### config.mk
export PLATFORM = sky130hd
export DESIGN_NAME = kse_cordic
export DESIGN_NICKNAME = d
export VERILOG_FILES = /design/src/rtl/kse_pkg.sv /design/src/rtl/kse_cordic.sv
export SDC_FILE = /design/constraint.sdc
export NUM_CORES = 2
export LEC_CHECK = 0
export BUFFER_PORTS_ARGS = -buffer_cell sky130_fd_sc_hd__buf_2
export CORE_MARGIN = 4
export CORE_UTILIZATION = 42
export CTS_BUF_LIST = sky130_fd_sc_hd__clkbuf_8
export CTS_CLUSTER_SIZE = 25
export DETAILED_ROUTE_END_ITERATION = 7
export PLACE_DENSITY = 0.68
export SLEW_MARGIN = 20
export SYNTH_ARGS = -nofsm -noshare
export SYNTH_HDL_FRONTEND = slang
export SYNTH_SLANG_ARGS = --single-unit
### constraint.sdc
create_clock -name clk -period 19.9 [get_ports clk]
set_input_delay 5.97 -clock clk [delete_from_list [all_inputs] [get_ports clk]]
set_output_delay 5.97 -clock clk [all_outputs]
set_load 0.05 [all_outputs]
### src/rtl/kse_pkg.sv
// shared types, constants and elaboration-time table builders for the successor expander
// no dependencies
package kse_pkg;

  // successor count limit and index width of the steering table
  localparam int MAX_OUT = 15;
  localparam int KW      = 4;

  // cordic start vector (q30) and number of rotations
  localparam logic signed [31:0] CORDIC_GAIN = 32'sd652032874;
  localparam int CORDIC_STAGES = 15;

  // configuration register indexes
  localparam logic [1:0] REG_GOAL_X = 2'd0;
  localparam logic [1:0] REG_GOAL_Y = 2'd1;
  localparam logic [1:0] REG_HMODE  = 2'd2;

  // heuristic modes
  localparam logic [2:0] H_MANHATTAN  = 3'd0;
  localparam logic [2:0] H_CHEBYSHEV  = 3'd1;
  localparam logic [2:0] H_OCTILE     = 3'd2;
  localparam logic [2:0] H_EUCLID     = 3'd3;
  localparam logic [2:0] H_OCTILE_TIE = 3'd4;

  typedef struct packed {
    logic [15:0]        cost;
    logic signed [23:0] x;
    logic signed [23:0] y;
    logic [15:0]        head;
  } kse_node_t;

  typedef struct packed {
    kse_node_t   node;
    logic [13:0] h;
  } kse_hpay_t;

  // arctangent of 2^-i in units of 2^-16 turn
  function automatic logic [13:0] atan_turn(int i);
    logic [13:0] a;
    case (i)
      0:       a = 14'd8192;
      1:       a = 14'd4836;
      2:       a = 14'd2555;
      3:       a = 14'd1297;
      4:       a = 14'd651;
      5:       a = 14'd326;
      6:       a = 14'd163;
      7:       a = 14'd81;
      8:       a = 14'd41;
      9:       a = 14'd20;
      10:      a = 14'd10;
      11:      a = 14'd5;
      12:      a = 14'd3;
      13:      a = 14'd1;
      14:      a = 14'd1;
      default: a = 14'd0;
    endcase
    return a;
  endfunction

  // shift-subtract divide, elaboration use only
  function automatic longint unsigned udiv(longint unsigned a, longint unsigned b);
    longint unsigned q;
    longint unsigned r;
    q = 0;
    r = 0;
    for (int i = 63; i >= 0; i--) begin
      r = {r[62:0], a[i]};
      if (r >= b) begin
        r = r - b;
        q[i] = 1'b1;
      end
    end
    return q;
  endfunction

  // heading increment for one steering angle in degrees
  function automatic logic [15:0] steer_inc(int deg, int stepq, int wb);
    longint mag;
    longint m;
    longint z;
    longint x;
    longint y;
    longint nx;
    longint c;
    longint s;
    bit flip;
    longint unsigned sq;
    longint unsigned wbu;
    longint unsigned t;
    longint unsigned w;
    longint unsigned p;
    longint unsigned inc;
    sq   = stepq;
    wbu  = wb;
    mag  = (deg < 0) ? -deg : deg;
    m    = udiv(mag * 65536 + 180, 360);
    m    = m & 65535;
    flip = 1'b0;
    if (m >= 49152) begin
      z = m - 65536;
    end else if (m > 16384) begin
      z = m - 32768;
      flip = 1'b1;
    end else begin
      z = m;
    end
    x = 652032874;
    y = 0;
    for (int i = 0; i < CORDIC_STAGES; i++) begin
      if (z >= 0) begin
        nx = x - (y >>> i);
        y  = y + (x >>> i);
        z  = z - longint'(atan_turn(i));
      end else begin
        nx = x + (y >>> i);
        y  = y - (x >>> i);
        z  = z + longint'(atan_turn(i));
      end
      x = nx;
    end
    c = flip ? -x : x;
    s = flip ? -y : y;
    if (s < 0) s = 0;
    if (c <= 0) c = 1;
    t   = udiv(s << 20, c);
    w   = udiv(sq * t, wbu);
    p   = w * 64'd174992710548 + (64'd1 << 43);
    inc = (p >> 44) & 64'hFFFF;
    if (deg < 0) inc = (64'd65536 - inc) & 64'hFFFF;
    return inc[15:0];
  endfunction

  // increments of all steering angles, entry k at bits k*16
  function automatic logic [MAX_OUT*16-1:0] build_tab(int maxt, int step, int stepq, int wb);
    logic [MAX_OUT*16-1:0] tab;
    tab = '0;
    for (int k = 0; k < MAX_OUT; k++) begin
      tab[k*16 +: 16] = steer_inc(-maxt + k * step, stepq, wb);
    end
    return tab;
  endfunction

  // clamp to the 24-bit coordinate range
  function automatic logic signed [23:0] sat24(logic signed [25:0] v);
    logic signed [23:0] r;
    if (v > 26'sd8388607) r = 24'sh7FFFFF;
    else if (v < -26'sd8388608) r = 24'sh800000;
    else r = v[23:0];
    return r;
  endfunction

endpackage

### src/rtl/kse_cordic.sv
// pipelined rotation cordic, one rotation per register stage
// depends on kse_pkg
module kse_cordic (
  input  logic                clk,
  input  logic                rst,
  input  logic                adv,
  input  logic                in_valid,
  input  logic signed [16:0]  in_z,
  input  logic                in_flip,
  input  kse_pkg::kse_node_t  in_node,
  output logic                out_valid,
  output logic signed [31:0]  out_x,
  output logic signed [31:0]  out_y,
  output logic                out_flip,
  output kse_pkg::kse_node_t  out_node
);

  localparam int NS = kse_pkg::CORDIC_STAGES;

  logic                vld  [0:NS];
  logic signed [31:0]  cx   [0:NS];
  logic signed [31:0]  cy   [0:NS];
  logic signed [16:0]  cz   [0:NS];
  logic                flp  [0:NS];
  kse_pkg::kse_node_t  nd   [0:NS];

  always_ff @(posedge clk) begin
    if (rst) begin
      vld[0] <= 1'b0;
    end else if (adv) begin
      vld[0] <= in_valid;
    end
    if (adv) begin
      cx[0]  <= kse_pkg::CORDIC_GAIN;
      cy[0]  <= '0;
      cz[0]  <= in_z;
      flp[0] <= in_flip;
      nd[0]  <= in_node;
    end
  end

  for (genvar i = 0; i < NS; i++) begin : g_rot
    localparam logic signed [16:0] ATAN = $signed({3'b000, kse_pkg::atan_turn(i)});
    always_ff @(posedge clk) begin
      if (rst) begin
        vld[i+1] <= 1'b0;
      end else if (adv) begin
        vld[i+1] <= vld[i];
      end
      if (adv) begin
        if (!cz[i][16]) begin
          cx[i+1] <= cx[i] - (cy[i] >>> i);
          cy[i+1] <= cy[i] + (cx[i] >>> i);
          cz[i+1] <= cz[i] - ATAN;
        end else begin
          cx[i+1] <= cx[i] + (cy[i] >>> i);
          cy[i+1] <= cy[i] - (cx[i] >>> i);
          cz[i+1] <= cz[i] + ATAN;
        end
        flp[i+1] <= flp[i];
        nd[i+1]  <= nd[i];
      end
    end
  end

  assign out_valid = vld[NS];
  assign out_x     = cx[NS];
  assign out_y     = cy[NS];
  assign out_flip  = flp[NS];
  assign out_node  = nd[NS];

endmodule

==> summary.md <==
| Metric | Value |
|---|---|
| Synth area leaders | `edfxtp_1 54%, ha_1 10%, xnor2_1 6.3%` |
| Setup Buffers After CTS | `0` |
| Final Max Tran Viols | `0` |
| Sum Neg Setup Slack | `0 ns` |
| Largest net degree at the start of global routing | `about 180` |
| Cells after synthesis | `11.1k` |
| CTS tree | `yes` |
| WHS | `0.380 ns` |
| Compound-gate portion of the synthesized area | `13.6%` |
| Fin crit period | `~11 ns` |
| H-tree depth | `5` |
| Worst R2R Path Depth | `17` |
| Crit-path leading delay family | `compound AO/OA/AOI/OAI gates` |
| Non-Filler Instances | `16.0k` |
| Critical R2R Launch | `cx[14][18]$_DFFE_PP_` |
| Max Root-Sink Buffers | `4` |
| Initial antenna violation count | `8` |
| XOR/XNOR share of the synthesized area | `9.58%` |
| Initial DRC count | `5045` |
| Worst R2R End | `cy[7][63]$_DFFE_PP_` |
| Area grow syn2layout | `10.4%` |
| Tot GR Track Use | `roughly 16%` |
| Max Cap Viol | `0` |
| Clk_lat worst skew | `1.07 ns` |
| Hold Path Depth | `0` |
| CP max stage delay | `~0.52 ns` |
| Total grt overflow | `0` |
| Main combinational cell family by area after synthesis | `compound AO/OA/AOI/OAI gates` |
| # clock sinks | `2424` |
| Share of cells above drive strength 1 | `roughly 8%` |
| F_max | `89.3 MHz` |
| Post-CTS Hold Buffers | `0` |
| Final WL | `275000 um` |
| Synth warn | `0` |
| CP endpoint kind | `flip-flop` |
| CP Max Fanout | `129` |
| Top cells by count, synth | `2424 x edfxtp_1, 1117 x ha_1, 967 x a21oi_1, 957 x xnor2_1, 748 x nor2_1` |
| Fin nets | `~13k` |
| Drt pass-1 iters | `8` |
| Fill cells | `28.7k` |
| Height of the die | `about 570 um` |
| Placed instance area | `around 140000 um^2` |
| Critical path type | `input port to flip-flop` |
| Post-route antenna net violation count | `0` |
| Endpoints failing hold | `0` |
| Area of the die | `around 330000 um^2` |
| Final period util | `56.3%` |
| Mux contribution to synthesized area | `less than 1%` |
| Synth Area in Simple Gates | `approximately 9%` |
| CP Launch Type | `input port` |
| First-pass GRT wire length | `440000 um` |
| Sequential share of the synthesized area | `54.4%` |
| Hold Path Origin | `nd[7][3]$_DFFE_PP_` |
| Most frequent cell after synthesis | `edfxtp_1` |
| Crit path required time | `20.73 ns` |
| Syn_nets | `12.3k` |
| Worst slew margin | `between 20 and 30%` |
| Async SR Flop Fraction | `0%` |
| Num rows | `206` |
| RSZ-0062 raised after global routing | `no` |
| Port Buffer Count | `247` |
| DRC viols | `0` |
| Setup Skew | `0.147 ns` |
| Post-synth top flop | `edfxtp_1` |
| Dominant cell type by area after synthesis | `edfxtp_1` |
| Status | `finished clean` |
| Synth cell types | `87` |
| WP data arrival | `about 12 ns` |
| Bufs and invs on worst path | `5` |
| Top-area cell type share of the netlist area | `54.4%` |
| GPL Wtd Cong | `0.907` |
| Crit-path cells | `buf_12 > buf_12 > nand2_1 > buf_4 > inv_1 > buf_4 > mux2i_1 > ha_1 > a21o_1 > a21o_1 > a311oi_1 > o21ai_0 > a311o_1 > a21oi_1 > a311o_1 > o31ai_1 > or4_1 > and3_1` |
| EDFF count, synth | `2424` |
| HPWL Detailed | `around 210000 um` |
| Clock root buffer | `clkbuf_8` |
| Cell count after placement | `15.3k` |
| Worst slew pin tran | `1.07 ns` |
| Cell Area, Synth | `134000 um^2` |
| Routed vias | `84.4k` |
| WL/cell | `17.1 um` |
| CP max-delay cell | `a311o_1` |
| Initial Utilization | `42.3%` |
| Flop2flop setup slack | `14.10 ns` |
| Number of global-route vias before repair | `82.7k` |
| Die X-Extent | `572 um` |
| Worst-path clk slew | `0.06 ns` |
| Avg Cell Area, Syn | `12.1 um^2` |
| Final setup viols | `0` |
| Core area | `316000 um^2` |
| Cells resized by post-CTS repair | `0` |
| Design Area, Final | `approximately 150000 um^2` |
| Hold Path Class | `flip-flop to flip-flop` |
| Hold path endpoint | `nd[8][3]$_DFFE_PP_` |
| Yosys reg bits | `about 2.4k` |
| IO Count | `between 200 and 250` |
| Via density | `between 5 and 6` |
| Adder-Cell Fraction of Synth Area | `11.1%` |
| Total CTS buffers | `400` |
## cell usage in the layout (no fill, tap or decap), types with 55 or more instances in the layout
cell	n
a211oi_1	64
a21o_1	452
a21oi_1	967
a31oi_1	82
and2_1	72
buf_2	246
buf_4	58
clkbuf_8	401
clkinv_1	115
edfxtp_1	2424
ha_1	1117
inv_1	506
mux2i_1	57
nand2_1	510
nand2b_1	148
nand3_1	166
nand4_1	64
nor2_1	748
nor2b_1	114
nor3_1	223
nor4_1	75
o21a_1	120
o21ai_0	533
o21bai_1	163
o31ai_1	114
o41ai_1	55
or3_1	81
xnor2_1	957
xor2_1	505
## kinds of logic (layout without fill, tap and decap cells)
kind of cell               Yosys count  in the layout
AOI/OAI and AO/OA                 2876           2876
xor gates and xnor gates          1462           1462
adders and majority gates         1158           1158
buffers and inverters              624           1452
DFF                               2424           2424
muxes                               93             93
other                                0              2
and+or+nand+nor                   2413           2413
## registers in the layout, summed over array words and instances, names as in the netlist
register,flops
nd,1280
flp,16
cy,449
cx,424
cz,239
vld,16
## worst register-to-register path, stage by stage (launching register included)
cell,delay [ns]
edfxtp_1,0.51
or3_1,0.40
or3b_2,0.48
or2_2,0.34
or3_1,0.38
o41ai_1,0.52
nand2_1,0.33
nand2_1,0.15
ha_1,0.28
and3_1,0.19
nand2_1,0.06
o21ai_0,0.07
a31oi_1,0.32
o21ai_0,0.25
o41ai_1,0.71
o2111ai_1,0.23
a21oi_1,0.21
xnor2_1,0.09
## worst max path at each step
stage / start / endpoint / slack [ns] / cells past startpoint
3_3_place_gp: adv / cx[4][29]$_DFFE_PP_ / 7.60 / 20
3_5_place_dp: adv / cx[15][30]$_DFFE_PP_ / 7.60 / 19
6_report: adv / cy[6][63]$_DFFE_PP_ / 8.70 / 18
2_1_floorplan: adv / cx[9][28]$_DFFE_PP_ / 9.52 / 18
5_1_grt: adv / cy[6][31]$_DFFE_PP_ / 8.29 / 20
4_1_cts: adv / cx[15][30]$_DFFE_PP_ / 8.84 / 19
## metrics by stage
stage | util, % | setup slack [ns]
finish | 46.7 | 8.70
global route | 46.7 | 8.29
global placement | 44.2 | 7.60
CTS | 46.7 | 8.84
floorplan | - | 9.52
detailed placement | 44.2 | 7.60
## final cells by class
cell class / instances / area [um^2] / area share (%)
sequential: 2424 / 72800 / 49.3
multi-input combinational: 8002 / 58500 / 39.6
clock buffer: 401 / 5520 / 3.74
tap: 4160 / 5200 / 3.52
clock inverter: 324 / 2320 / 1.57
timing repair buffer: 310 / 1790 / 1.21
inverter: 417 / 1570 / 1.06
antenna: 2 / 5.00 / 0.00339
## layer usage
metal  up-vias  routed length [um]  global-route usage [%]
met5         -                  28                       0
met4         4               12500                    7.46
met3       648               10500                    2.10
met2      1700              136000                    29.0
met1     39500              116000                    20.2
li1      42500                   -                       -
Power is left out: the tool's default activity adds up to more than one toggle a clock period on the data nets, which glitch-free logic cannot reach.
